File: src/design/oes_pkg.sv
package oes_pkg;

    localparam int WORD_W   = 48;
    localparam int FRAC_W   = 32;
    localparam int DAY_W    = 51;
    localparam int H_W      = 32;
    localparam int MASS_W   = 10;
    localparam int DUR_W    = 10;
    localparam int TIME_W   = 48;
    localparam int CFG_W    = 32;
    localparam int CFG_IDX_W = 2;
    localparam int SUMSQ_W  = 96;
    localparam int ROOT_W   = 48;
    localparam int QUOT_W   = 63;
    localparam int ITER_W   = 8;

    localparam logic [CFG_IDX_W-1:0] REG_STEP_SIZE = 2'd0;
    localparam logic [CFG_IDX_W-1:0] REG_STAR_MASS = 2'd1;
    localparam logic [CFG_IDX_W-1:0] REG_DURATION  = 2'd2;

    localparam logic [H_W-1:0]    STEP_SIZE_RST = 32'd11767033;
    localparam logic [MASS_W-1:0] STAR_MASS_RST = 10'd1;
    localparam logic [DUR_W-1:0]  DURATION_RST  = 10'd1;

    // 365.242 and 4*pi^2, both Q.32
    localparam logic [40:0] K_DAYS = 41'd1568702445126;
    localparam logic [37:0] G_Q32  = 38'd169558512508;
    localparam logic [QUOT_W-1:0] QCAP = 63'h4000_0000_0000_0000;
    localparam int DAYS_PER_YEAR = 365;

    localparam logic [ITER_W-1:0] ITER_SQRT = 8'd48;
    localparam logic [ITER_W-1:0] ITER_DIVA = 8'd128;
    localparam logic [ITER_W-1:0] ITER_DIVB = 8'd96;

    typedef logic signed [WORD_W-1:0] word_t;

    typedef enum logic [3:0] {
        OP_NONE, OP_LDV, OP_SQ, OP_POS, OP_C, OP_SQRT, OP_DIVA, OP_DIVB, OP_ACC
    } op_t;

    typedef struct packed {
        logic       start;
        op_t        op;
        logic [1:0] idx;
        logic       load;
        logic       init;
        logic       commit;
    } dp_cmd_t;

    typedef struct packed {
        logic done;
        logic s_zero;
        logic run_over;
        logic last;
    } dp_sts_t;

    function automatic logic [WORD_W-1:0] mag48(word_t a);
        logic [WORD_W-1:0] u;
        u = a;
        return a[WORD_W-1] ? (~u + 48'd1) : u;
    endfunction

    function automatic logic [95:0] rnd32(logic [127:0] p);
        logic [127:0] t;
        t = p + 128'h8000_0000;
        return t[127:32];
    endfunction

    function automatic word_t sat_mag(logic [95:0] m, logic neg);
        word_t v;
        v = word_t'({1'b0, m[WORD_W-2:0]});
        if (|m[95:WORD_W-1]) begin
            return neg ? {1'b1, {(WORD_W-1){1'b0}}} : {1'b0, {(WORD_W-1){1'b1}}};
        end
        return neg ? -v : v;
    endfunction

    function automatic word_t sat_add(word_t a, word_t b);
        logic [WORD_W:0] s;
        s = {a[WORD_W-1], a} + {b[WORD_W-1], b};
        if (s[WORD_W] != s[WORD_W-1]) begin
            return s[WORD_W] ? {1'b1, {(WORD_W-1){1'b0}}} : {1'b0, {(WORD_W-1){1'b1}}};
        end
        return word_t'(s[WORD_W-1:0]);
    endfunction

endpackage

File: src/design/oes_ctrl.sv
module oes_ctrl (
    input  logic              aclk,
    input  logic              aresetn,
    input  logic              s_valid,
    output logic              s_ready,
    input  logic              s_cmd,
    output logic              m_valid,
    input  logic              m_ready,
    input  oes_pkg::dp_sts_t  sts,
    output oes_pkg::dp_cmd_t  cmd
);
    import oes_pkg::*;

    typedef enum logic [3:0] {
        S_IDLE, S_LDV, S_SQ, S_POS, S_C, S_SQRT, S_DIVA, S_DIVB, S_ACC, S_COMMIT
    } state_t;

    state_t     state_reg;
    op_t        op_reg;
    logic [1:0] idx_reg;
    logic       start_reg, running_reg, m_valid_reg;
    logic       accept, idx_last, slot_free;

    assign s_ready   = (state_reg == S_IDLE);
    assign accept    = s_valid && s_ready;
    assign idx_last  = (idx_reg == 2'd2);
    assign slot_free = !m_valid_reg || m_ready;

    assign cmd.start  = start_reg;
    assign cmd.op     = op_reg;
    assign cmd.idx    = idx_reg;
    assign cmd.load   = accept && !s_cmd;
    assign cmd.init   = accept && s_cmd && running_reg && !sts.run_over;
    assign cmd.commit = (state_reg == S_COMMIT) && slot_free;

    always_ff @(posedge aclk) begin
        if (!aresetn) begin
            state_reg   <= S_IDLE;
            op_reg      <= OP_NONE;
            idx_reg     <= 2'd0;
            start_reg   <= 1'b0;
            running_reg <= 1'b0;
            m_valid_reg <= 1'b0;
        end else begin
            start_reg <= 1'b0;
            if (cmd.commit) begin
                m_valid_reg <= 1'b1;
            end else if (m_valid_reg && m_ready) begin
                m_valid_reg <= 1'b0;
            end
            unique case (state_reg)
                S_IDLE: begin
                    if (accept) begin
                        if (!s_cmd) begin
                            state_reg <= S_LDV; op_reg <= OP_LDV;
                            idx_reg <= 2'd0; start_reg <= 1'b1;
                        end else if (running_reg && !sts.run_over) begin
                            state_reg <= S_SQ; op_reg <= OP_SQ;
                            idx_reg <= 2'd0; start_reg <= 1'b1;
                        end else begin
                            running_reg <= 1'b0;
                        end
                    end
                end
                S_LDV: begin
                    if (sts.done) begin
                        if (!idx_last) begin
                            idx_reg <= idx_reg + 2'd1; start_reg <= 1'b1;
                        end else begin
                            state_reg <= S_IDLE; op_reg <= OP_NONE;
                            running_reg <= 1'b1;
                        end
                    end
                end
                S_SQ: begin
                    if (sts.done) begin
                        if (!idx_last) begin
                            idx_reg <= idx_reg + 2'd1;
                        end else begin
                            state_reg <= S_POS; op_reg <= OP_POS; idx_reg <= 2'd0;
                        end
                        start_reg <= 1'b1;
                    end
                end
                S_POS: begin
                    if (sts.done) begin
                        if (!idx_last) begin
                            idx_reg <= idx_reg + 2'd1; start_reg <= 1'b1;
                        end else if (sts.s_zero) begin
                            state_reg <= S_COMMIT; op_reg <= OP_NONE;
                        end else begin
                            state_reg <= S_C; op_reg <= OP_C; start_reg <= 1'b1;
                        end
                    end
                end
                S_C: begin
                    if (sts.done) begin
                        state_reg <= S_SQRT; op_reg <= OP_SQRT; start_reg <= 1'b1;
                    end
                end
                S_SQRT: begin
                    if (sts.done) begin
                        state_reg <= S_DIVA; op_reg <= OP_DIVA; start_reg <= 1'b1;
                    end
                end
                S_DIVA: begin
                    if (sts.done) begin
                        state_reg <= S_DIVB; op_reg <= OP_DIVB;
                        idx_reg <= 2'd0; start_reg <= 1'b1;
                    end
                end
                S_DIVB: begin
                    if (sts.done) begin
                        state_reg <= S_ACC; op_reg <= OP_ACC; start_reg <= 1'b1;
                    end
                end
                S_ACC: begin
                    if (sts.done) begin
                        if (!idx_last) begin
                            state_reg <= S_DIVB; op_reg <= OP_DIVB;
                            idx_reg <= idx_reg + 2'd1; start_reg <= 1'b1;
                        end else begin
                            state_reg <= S_COMMIT; op_reg <= OP_NONE;
                        end
                    end
                end
                S_COMMIT: begin
                    if (slot_free) begin
                        if (sts.last) begin
                            running_reg <= 1'b0;
                        end
                        state_reg <= S_IDLE;
                    end
                end
                default: state_reg <= S_IDLE;
            endcase
        end
    end

    assign m_valid = m_valid_reg;

    a_commit_slot: assert property (@(posedge aclk) disable iff (!aresetn)
        cmd.commit |-> (!m_valid_reg || m_ready))
        else $error("commit into an occupied output register");

    a_commit_beat: assert property (@(posedge aclk) disable iff (!aresetn)
        cmd.commit |=> m_valid_reg)
        else $error("commit did not raise m_valid");

    a_done_busy: assert property (@(posedge aclk) disable iff (!aresetn)
        sts.done |-> (state_reg != S_IDLE && state_reg != S_COMMIT))
        else $error("unit finished with no operation in flight");

    a_start_pulse: assert property (@(posedge aclk) disable iff (!aresetn)
        start_reg |=> !start_reg)
        else $error("operation start held for more than one cycle");

    a_no_accept_busy: assert property (@(posedge aclk) disable iff (!aresetn)
        start_reg |-> !s_ready)
        else $error("input ready while an operation starts");

endmodule

File: config.mk
export PLATFORM = sky130hd
export DESIGN_NAME = oes_ctrl
export DESIGN_NICKNAME = d
export VERILOG_FILES = /design/src/design/oes_pkg.sv /design/src/design/oes_ctrl.sv
export SDC_FILE = /design/constraint.sdc
export NUM_CORES = 1
export LEC_CHECK = 0
export BUFFER_PORTS_ARGS = -buffer_cell sky130_fd_sc_hd__buf_2
export CORE_MARGIN = 2
export CORE_UTILIZATION = 32
export DETAILED_ROUTE_END_ITERATION = 10
export HOLD_SLACK_MARGIN = 0.06
export PLACE_DENSITY_LB_ADDON = 0.12
export SYNTH_ARGS = -nofsm -noshare
export SYNTH_HDL_FRONTEND = slang
export SYNTH_SLANG_ARGS = --single-unit
File: constraint.sdc
create_clock -name aclk -period 1.59 [get_ports aclk]
set_input_delay 0.159 -clock aclk [delete_from_list [all_inputs] [get_ports aclk]]
set_output_delay 0.159 -clock aclk [all_outputs]
set_load 0.01 [all_outputs]
==> out/qor.txt, run 1 <==
crit-path cells -> or3_4, nor2_4, buf_6, nand2_4, nor3_2, buf_2
met1 Resource Use GR -> 22.22%
grt met3 use -> 4.545%
failing checks -> negative setup slack
Inst Count DP -> 211
overall routing resource usage -> 17.71%
PortBufs -> 20
Clock Tree Buf Depth -> 2
Crit Path Category -> reg -> out
crit share post-route -> 108.6%
Post-synth ARST share -> 0%
final worst slack -> -0.1371 ns
Routed Antenna Nets -> 0
slowest stage delay, CP -> 0.41 ns
Num CTS Buffers -> 3
final wirelength -> 2.953 mm
worst clock skew -> 0.002914 ns
largest net degree at the start of global routing -> 17
synthesized flop and latch total -> 13
Root Driver -> clkbuf_4
number of diodes -> 0
num ports -> 21
first-pass GRT wire length -> 4.719 mm
max_cap viols -> 0
Layout Nets -> 193
Iteration-0 DRC Markers -> 36
area grow syn2layout -> 55.53%
syn avg cell area -> 7.630 µm²
Core ar. -> 3028 µm²
sequential fraction of the synthesis area -> 25.84%
Vias -> 1,091
# DRC -> 0
initial antenna violation count -> 0
Layout Cells excl Fill -> 224
row count -> 20
DPL Wire Length -> 2.119 mm
CTS tree -> done
Pwr Density -> 1085 nW/µm²
setup_tns -> -1.140 ns
Die H -> 60.11 µm
Worst setup SP type -> flip-flop
1st-pass router iterations -> 4
syn nets -> 144
Clock transition at path regs -> 0.08 ns
Starting Density -> 33.26%
die area -> 3613 µm²
vias per inst -> 4.871
Worst Reg-to-Reg Cells -> 7
Pleak -> 0.6895 nW
endpoints failing setup -> 11
Final min period -> 1.727 ns
Post-Synthesis Cells -> 132
share of cells above drive strength 1 -> 47.78%
worst min-delay path category -> in -> reg
Worst Path Max Fanout -> 4
FMAX -> 0.5790 GHz
pre-CTS setup slack -> -0.04139 ns
worst slew pin tran -> 0.3054 ns
Fin. Hold Viols -> 0
Synth Flop Type -> dfxtp_1
clk_lat worst skew -> 0.28 ns
relative max-transition margin -> 79.50%
RSZ-0062 raised after global routing -> yes
WL/cell -> 13.18 µm
CP Depth -> 6
Remaining Overflow, GRT -> 0
Post-synth EDFFs -> 0
fin. max-slew vios -> 0
critical path's slowest cell -> or3_4
met2 Use GR -> 30.12%
GPL Wtd Cong -> 0.9506
worst path bufs/invs -> 2
CTS H-tree lvls -> 1
Setup crit end kind -> output pin
Min Hold Slack -> 0.2018 ns
synthesized area -> 1007 µm²
synth warn -> 0
global route hottest layer -> met2
worst hold stages -> 2
vias in the first global route -> 1,027
total power -> 1.700 mW
Required @ worst endpoint -> 1.43 ns
Synth cell types -> 37
delay-heaviest family, CP -> simple AND/OR/NAND/NOR gates
status -> complete, but fails checks
maximum VDD drop -> 0.0004916 V
total clock sinks -> 13
critical path arrival -> 1.57 ns
Die Wd -> 60.11 µm
-- where the power goes --
part	leakage, nW	total (mW)	switching (mW)	internal [mW]
registers	0.109	0.418	0.0311	0.387
clock network	0.0150	0.205	0.108	0.0973
logic	0.565	1.08	0.507	0.570
-- metrics by stage --
stage	utilization (%)	area (µm²)
4_1_cts	47.40	1435
6_report	51.74	1567
5_1_grt	51.74	1567
3_5_place_dp	43.39	1314
2_1_floorplan	-	1028
3_3_place_gp	43.39	1314
-- cell families after synthesis --
| logic type | count (synthesis) | synth area share, % |
|---|---|---|
| buffers and inverters | 17 | 8.694 |
| DFF | 13 | 25.84 |
| adders and majority gates | 3 | 3.727 |
| muxes | 8 | 7.951 |
| AOI/OAI and AO/OA | 34 | 23.35 |
| and+or+nand+nor | 57 | 30.44 |
-- final timing paths --
| path | slack, ns | end | from |
|---|---|---|---|
| worst max-delay path | -0.14 | cmd[1] | state_reg[1] |
| worst min-delay path | 0.20 | state_reg[2] | sts[3] |
| worst max register to register | -0.13 | op_reg[3] | state_reg[1] |
| worst min register to register | 0.46 | op_reg[1] | op_reg[1] |
-- routing by layer --
| metal | vias to the layer above | part of all wire (%) | routed length (µm) |
|---|---|---|---|
| met3 | 4 | 3.5 | 104 |
| met5 | - | 0 | 0 |
| met2 | 26 | 49 | 1443 |
| met4 | 0 | 1.1 | 33 |
| met1 | 496 | 46 | 1372 |
| li1 | 565 | - | - |
-- synth_stat cells (all sizes together) (4+ instances only) --
| cell type | instances | area (µm²) |
|---|---|---|
| nand2 | 20 | 75.07 |
| dfxtp | 13 | 260.3 |
| nor2 | 9 | 36.29 |
| mux2i | 8 | 80.08 |
| o21ai | 8 | 40.04 |
| nand2b | 7 | 51.30 |
| clkbuf | 6 | 22.52 |
| inv | 6 | 22.52 |
| nand3 | 6 | 30.03 |
| a21oi | 5 | 25.02 |
| buf | 5 | 42.53 |
| nor2b | 4 | 25.02 |
| o22ai | 4 | 25.02 |
| or3 | 4 | 35.03 |
-- layout by cell type, fill, tap and decap left out, drive strengths merged, types with 2 or more instances in the layout --
cell and n:
a21boi 3, ha 3, dfxtp 13, or3 4, buf 55, nor2b 4
mux2i 8, nand3 6, clkbuf 4, nor3 2, a22oi 3, o21ai 8
o22ai 4, a21oi 5, inv 6, a221oi 2, o32ai 2, nand2 20
nor2 9, nand2b 7
-- cell type report --
class                      instances  area (µm²)
multi-input combinational        102       783.3
clock buffer                       4       26.28
timing repair buffer              55       400.4
tap                               44       55.05
inverter                           6       22.52
sequential                        13       279.0
fill                             300        1461
-- what timing repair did --
action	in CTS	in global routing
gates resized for setup	20	19
hold buffers	0	0
setup endpoints to repair	10	16
buffers inserted	4	5
pin swaps	6	10
No activity file was read; power rests on OpenSTA's default activity.
==> run 2: changes to the inputs <==
--- a/config.mk
+++ b/config.mk
@@ -5,10 +5,10 @@
 export SDC_FILE = /design/constraint.sdc
 export NUM_CORES = 1
 export LEC_CHECK = 0
-export BUFFER_PORTS_ARGS = -buffer_cell sky130_fd_sc_hd__buf_2
 export CORE_MARGIN = 2
 export CORE_UTILIZATION = 32
 export DETAILED_ROUTE_END_ITERATION = 10
+export DONT_BUFFER_PORTS = 1
 export HOLD_SLACK_MARGIN = 0.06
 export PLACE_DENSITY_LB_ADDON = 0.12
 export SYNTH_ARGS = -nofsm -noshare
==> out/qor.txt, run 2 (synthesis gave the netlist of run 1 again) <==
delay-heaviest family, CP -> simple AND/OR/NAND/NOR gates
die area -> 3613 µm²
Final Util -> 46.74%
clk_lat worst skew -> 0.27 ns
CTS tree -> done
initial antenna violation count -> 0
RSZ-0062 raised after global routing -> yes
worst path bufs/invs -> 1
Num CTS Buffers -> 3
worst hold stages -> 2
worst min-delay path category -> in -> reg
CTS H-tree lvls -> 1
most common cell after layout, fill and taps aside -> buf_4
slowest stage delay, CP -> 0.52 ns
crit-path cells -> inv_4, ha_4, or4b_4, a21boi_4, o32ai_2, nand2_1, o22ai_1
endpoints failing setup -> 8
fillers -> 300
vias per inst -> 5.251
Fin. Hold Viols -> 0
number of diodes -> 0
failing checks -> negative setup slack
fin. max-slew vios -> 0
Die H -> 60.11 µm
overall routing resource usage -> 17.62%
largest net degree at the start of global routing -> 14
critical path arrival -> 1.88 ns
PortBufs -> 0
worst slew pin tran -> 0.5080 ns
Clock Tree Buf Depth -> 2
Worst Reg-to-Reg Cells -> 7
maximum VDD drop -> 0.0006561 V
Crit Path Category -> reg -> reg
Vias -> 1,045
Worst Path Max Fanout -> 4
first-pass GRT wire length -> 4.761 mm
worst clock skew -> 0.0003748 ns
critical path's slowest cell -> or4b_4
Core ar. -> 3028 µm²
Final min period -> 1.677 ns
Starting Density -> 33.26%
row count -> 20
WL/cell -> 15.28 µm
Remaining Overflow, GRT -> 0
# DRC -> 0
final wirelength -> 3.041 mm
status -> complete, but fails checks
num ports -> 21
share of cells above drive strength 1 -> 38.71%
Worst setup SP type -> flip-flop
crit share post-route -> 105.5%
DPL Wire Length -> 2.092 mm
Pwr Density -> 1140 nW/µm²
total clock sinks -> 13
Clock transition at path regs -> 0.08 ns
1st-pass router iterations -> 4
Min Hold Slack -> 0.07123 ns
pre-CTS setup slack -> -0.04798 ns
Pleak -> 0.5814 nW
Routed Antenna Nets -> 0
Required @ worst endpoint -> 1.79 ns
final worst slack -> -0.08669 ns
most frequent cells in the layout -> buf_4, nand2_1, nor2_1, mux2i_1, dfxtp_1
FMAX -> 0.5964 GHz
Setup crit end kind -> flip-flop
max_cap viols -> 0
CP Depth -> 7
Layout Nets -> 168
Post-DP Area -> 1169 µm²
Finished Cell Area -> 1415 µm²
total power -> 1.613 mW
vias in the first global route -> 967
Root Driver -> clkbuf_4
Die Wd -> 60.11 µm
relative max-transition margin -> 66.02%
Iteration-0 DRC Markers -> 36
GPL Wtd Cong -> 0.8941
area grow syn2layout -> 40.50%
run 2: metrics by stage:
step | TNS, ns | cells
global placement | -0.01014 | 185
detailed placement | -0.1294 | 185
floorplan | -0.06441 | 132
finish | -0.3759 | 199
CTS | -0.3759 | 198
global route | -0.8190 | 199
run 2: path summary, 6_finish.rpt:
kind	start	end	slack [ns]
worst min register to register	op_reg[2]	op_reg[2]	0.51
worst max register to register	idx_reg[0]	op_reg[1]	-0.09
worst max-delay path	idx_reg[0]	op_reg[1]	-0.09
worst min-delay path	aresetn	op_reg[0]	0.07
run 2: where the power goes:
group,switching [mW],internal [mW],leakage (nW)
logic,0.464,0.494,0.457
registers,0.0624,0.390,0.109
clock network,0.106,0.0972,0.0150
total,0.633,0.980,0.581
run 2: what timing repair did:
action | 4_1_cts | 5_1_grt
pin swaps | 6 | 8
endpoints found under the hold margin | 11 | 0
gates resized for setup | 18 | 20
buffers inserted | 7 | 1
hold buffers | 2 | 0
setup endpoints to repair | 11 | 16
run 2: worst register-to-register path, delay by kind of cell (launching register included):
family / cells / cell delay [ns]
AND/OR/NAND/NOR: 2 / 0.62
AO/OA/AOI/OAI: 3 / 0.43
flip-flops: 1 / 0.36
adder cells (fa/ha/maj): 1 / 0.15
buffers and inverters: 1 / 0.04
run 2: routing by layer:
| layer | share of wire [%] | up-vias | GRT usage, % | routed length, µm |
|---|---|---|---|---|
| met3 | 5.3 | 2 | 5.195 | 161 |
| li1 | - | 518 | - | - |
| met2 | 46 | 28 | 27.95 | 1404 |
| met5 | 0 | - | 0 | 0 |
| met4 | 0.82 | 0 | 4.444 | 25 |
| met1 | 48 | 497 | 23.23 | 1449 |
run 2: layout make-up:
type                            count  area [µm²]  area share (%)
Multi-Input combinational cell    102       783.3           55.35
Timing Repair Buffer               30       249.0           17.60
Clock buffer                        4       26.28           1.857
Sequential cell                    13       276.5           19.54
Inverter                            6       25.02           1.768
Tap cell                           44       55.05           3.890
==> run 3: changes to the inputs <==
--- a/config.mk
+++ b/config.mk
@@ -5,7 +5,6 @@
 export SDC_FILE = /design/constraint.sdc
 export NUM_CORES = 1
 export LEC_CHECK = 0
-export CORE_MARGIN = 2
 export CORE_UTILIZATION = 32
 export DETAILED_ROUTE_END_ITERATION = 10
 export DONT_BUFFER_PORTS = 1
==> out/qor.txt, run 3 (synthesis gave the netlist of run 1 again) <==
Min Hold Slack -> 0.06964 ns
die area -> 3376 µm²
Core ar. -> 2877 µm²
area grow syn2layout -> 41.99%
status -> complete, but fails checks
Crit Path Category -> reg -> out
vias in the first global route -> 1,019
Register Area -> 271.5 µm²
Worst setup SP type -> flip-flop
CTS tree -> done
max_cap viols -> 0
final wirelength -> 2.884 mm
PortBufs -> 0
number of diodes -> 0
most frequent cells in the layout -> buf_4, nand2_1, buf_6
final worst slack -> -0.1413 ns
endpoints failing setup -> 10
met2 Use GR -> 28.74%
share of cells above drive strength 1 -> 37.89%
met1 Resource Use GR -> 24.56%
CTS H-tree lvls -> 1
# DRC -> 0
Inst Count DP -> 185
Clock transition at path regs -> 0.10 ns
worst slew pin tran -> 0.5588 ns
worst clock skew -> 0.01514 ns
setup_tns -> -0.4779 ns
Pwr Density -> 1145 nW/µm²
Crit. Startpoint -> state_reg[2]
Die H -> 58.11 µm
relative max-transition margin -> 62.63%
Finished Cell Area -> 1430 µm²
GPL Wtd Cong -> 0.8042
largest net degree at the start of global routing -> 16
Clock Tree Buf Depth -> 2
num ports -> 21
Num CTS Buffers -> 3
failing checks -> negative setup slack
Iteration-0 DRC Markers -> 21
RSZ-0062 raised after global routing -> yes
Post-DP Area -> 1181 µm²
Critical R2R Launch -> idx_reg[0]
Layout Nets -> 174
row count -> 19
clk_lat worst skew -> 0.29 ns
grt met3 use -> 4.241%
maximum VDD drop -> 0.0005374 V
Worst Reg-to-Reg Cells -> 7
reg2reg end -> op_reg[1]
crit share post-route -> 108.9%
DPL Wire Length -> 1.921 mm
R2R Setup Slk -> -0.10 ns
Vias -> 1,078
Required @ worst endpoint -> 1.43 ns
Root Driver -> clkbuf_4
critical path arrival -> 1.57 ns
Layout Cells excl Fill -> 203
Starting Density -> 35.02%
initial antenna violation count -> 0
Die Wd -> 58.11 µm
fillers -> 296
Fin. Hold Viols -> 0
worst min-delay path category -> in -> reg
Pleak -> 0.5870 nW
first-pass GRT wire length -> 4.712 mm
vias per inst -> 5.310
total clock sinks -> 13
Routed Antenna Nets -> 0
global route hottest layer -> met2
overall routing resource usage -> 18.27%
Remaining Overflow, GRT -> 0
Worst Path Max Fanout -> 2
most common cell after layout, fill and taps aside -> buf_4
WL/cell -> 14.21 µm
Setup crit end kind -> output pin
multi-input logic area -> 745.7 µm²
Final min period -> 1.731 ns
Setup crit end -> cmd[1]
fin. max-slew vios -> 0
FMAX -> 0.5776 GHz
1st-pass router iterations -> 4
## run 3: changes by cell type in the layout (fill, tap and decap cells not counted), sizes merged
| cell | change |
|---|---|
| dlygate4sd3 | +1 |
| buf | +5 |
## run 3: timing repair
action,in CTS,in global routing
setup endpoints to repair,9,16
pin swaps,6,7
hold buffers,2,1
hold endpoints to repair,11,1
resized for setup,20,11
setup buffers,6,5
## run 3: worst min-delay path by stage
stage / from / end / slack, ns / cells after the start
after floorplan: sts[3] / state_reg[2] / 0.28 / 1
after global placement: sts[3] / state_reg[2] / 0.28 / 1
after detailed placement: aresetn / start_reg / 0.28 / 2
after CTS: sts[3] / start_reg / 0.07 / 2
after global routing: aresetn / running_reg / 0.10 / 2
final: aresetn / running_reg / 0.07 / 2
## run 3: power breakdown
| part | leakage (nW) | total, mW | switching [mW] | internal (mW) |
|---|---|---|---|---|
| logic | 0.463 | 0.984 | 0.449 | 0.535 |
| registers | 0.108 | 0.433 | 0.0445 | 0.389 |
| clock network | 0.0150 | 0.221 | 0.123 | 0.0974 |
| total | 0.587 | 1.64 | 0.617 | 1.02 |
## run 3: final cells by class
class	instances	share of cell area, %
sequential	13	18.99
multi-input combinational	102	52.14
inverter	6	1.575
timing repair buffer	36	21.78
tap	42	3.675
clock buffer	4	1.837
## run 3: layer usage
metal	vias to the layer above	part of all wire, %
li1	530	-
met1	518	48
met2	26	47
met3	4	3.7
met4	0	1.1
met5	-	0
## run 3: critical path, cell delays in order, from the launching register on
cell and delay [ns]:
dfxtp_2 0.33, or3_4 0.40, nor2_4 0.10, buf_6 0.11, nand2_4 0.04, nor3_2 0.16, buf_4 0.14
## run 3: metrics by stage
step	worst slack, ns	utilization, %	power (mW)
floorplan	-0.02623	-	0.9845
detailed placement	-0.04671	41.06	1.194
finish	-0.1413	49.72	1.638
global placement	-0.01687	41.06	1.187
CTS	-0.1496	46.46	1.579
global route	-0.2080	49.72	1.752
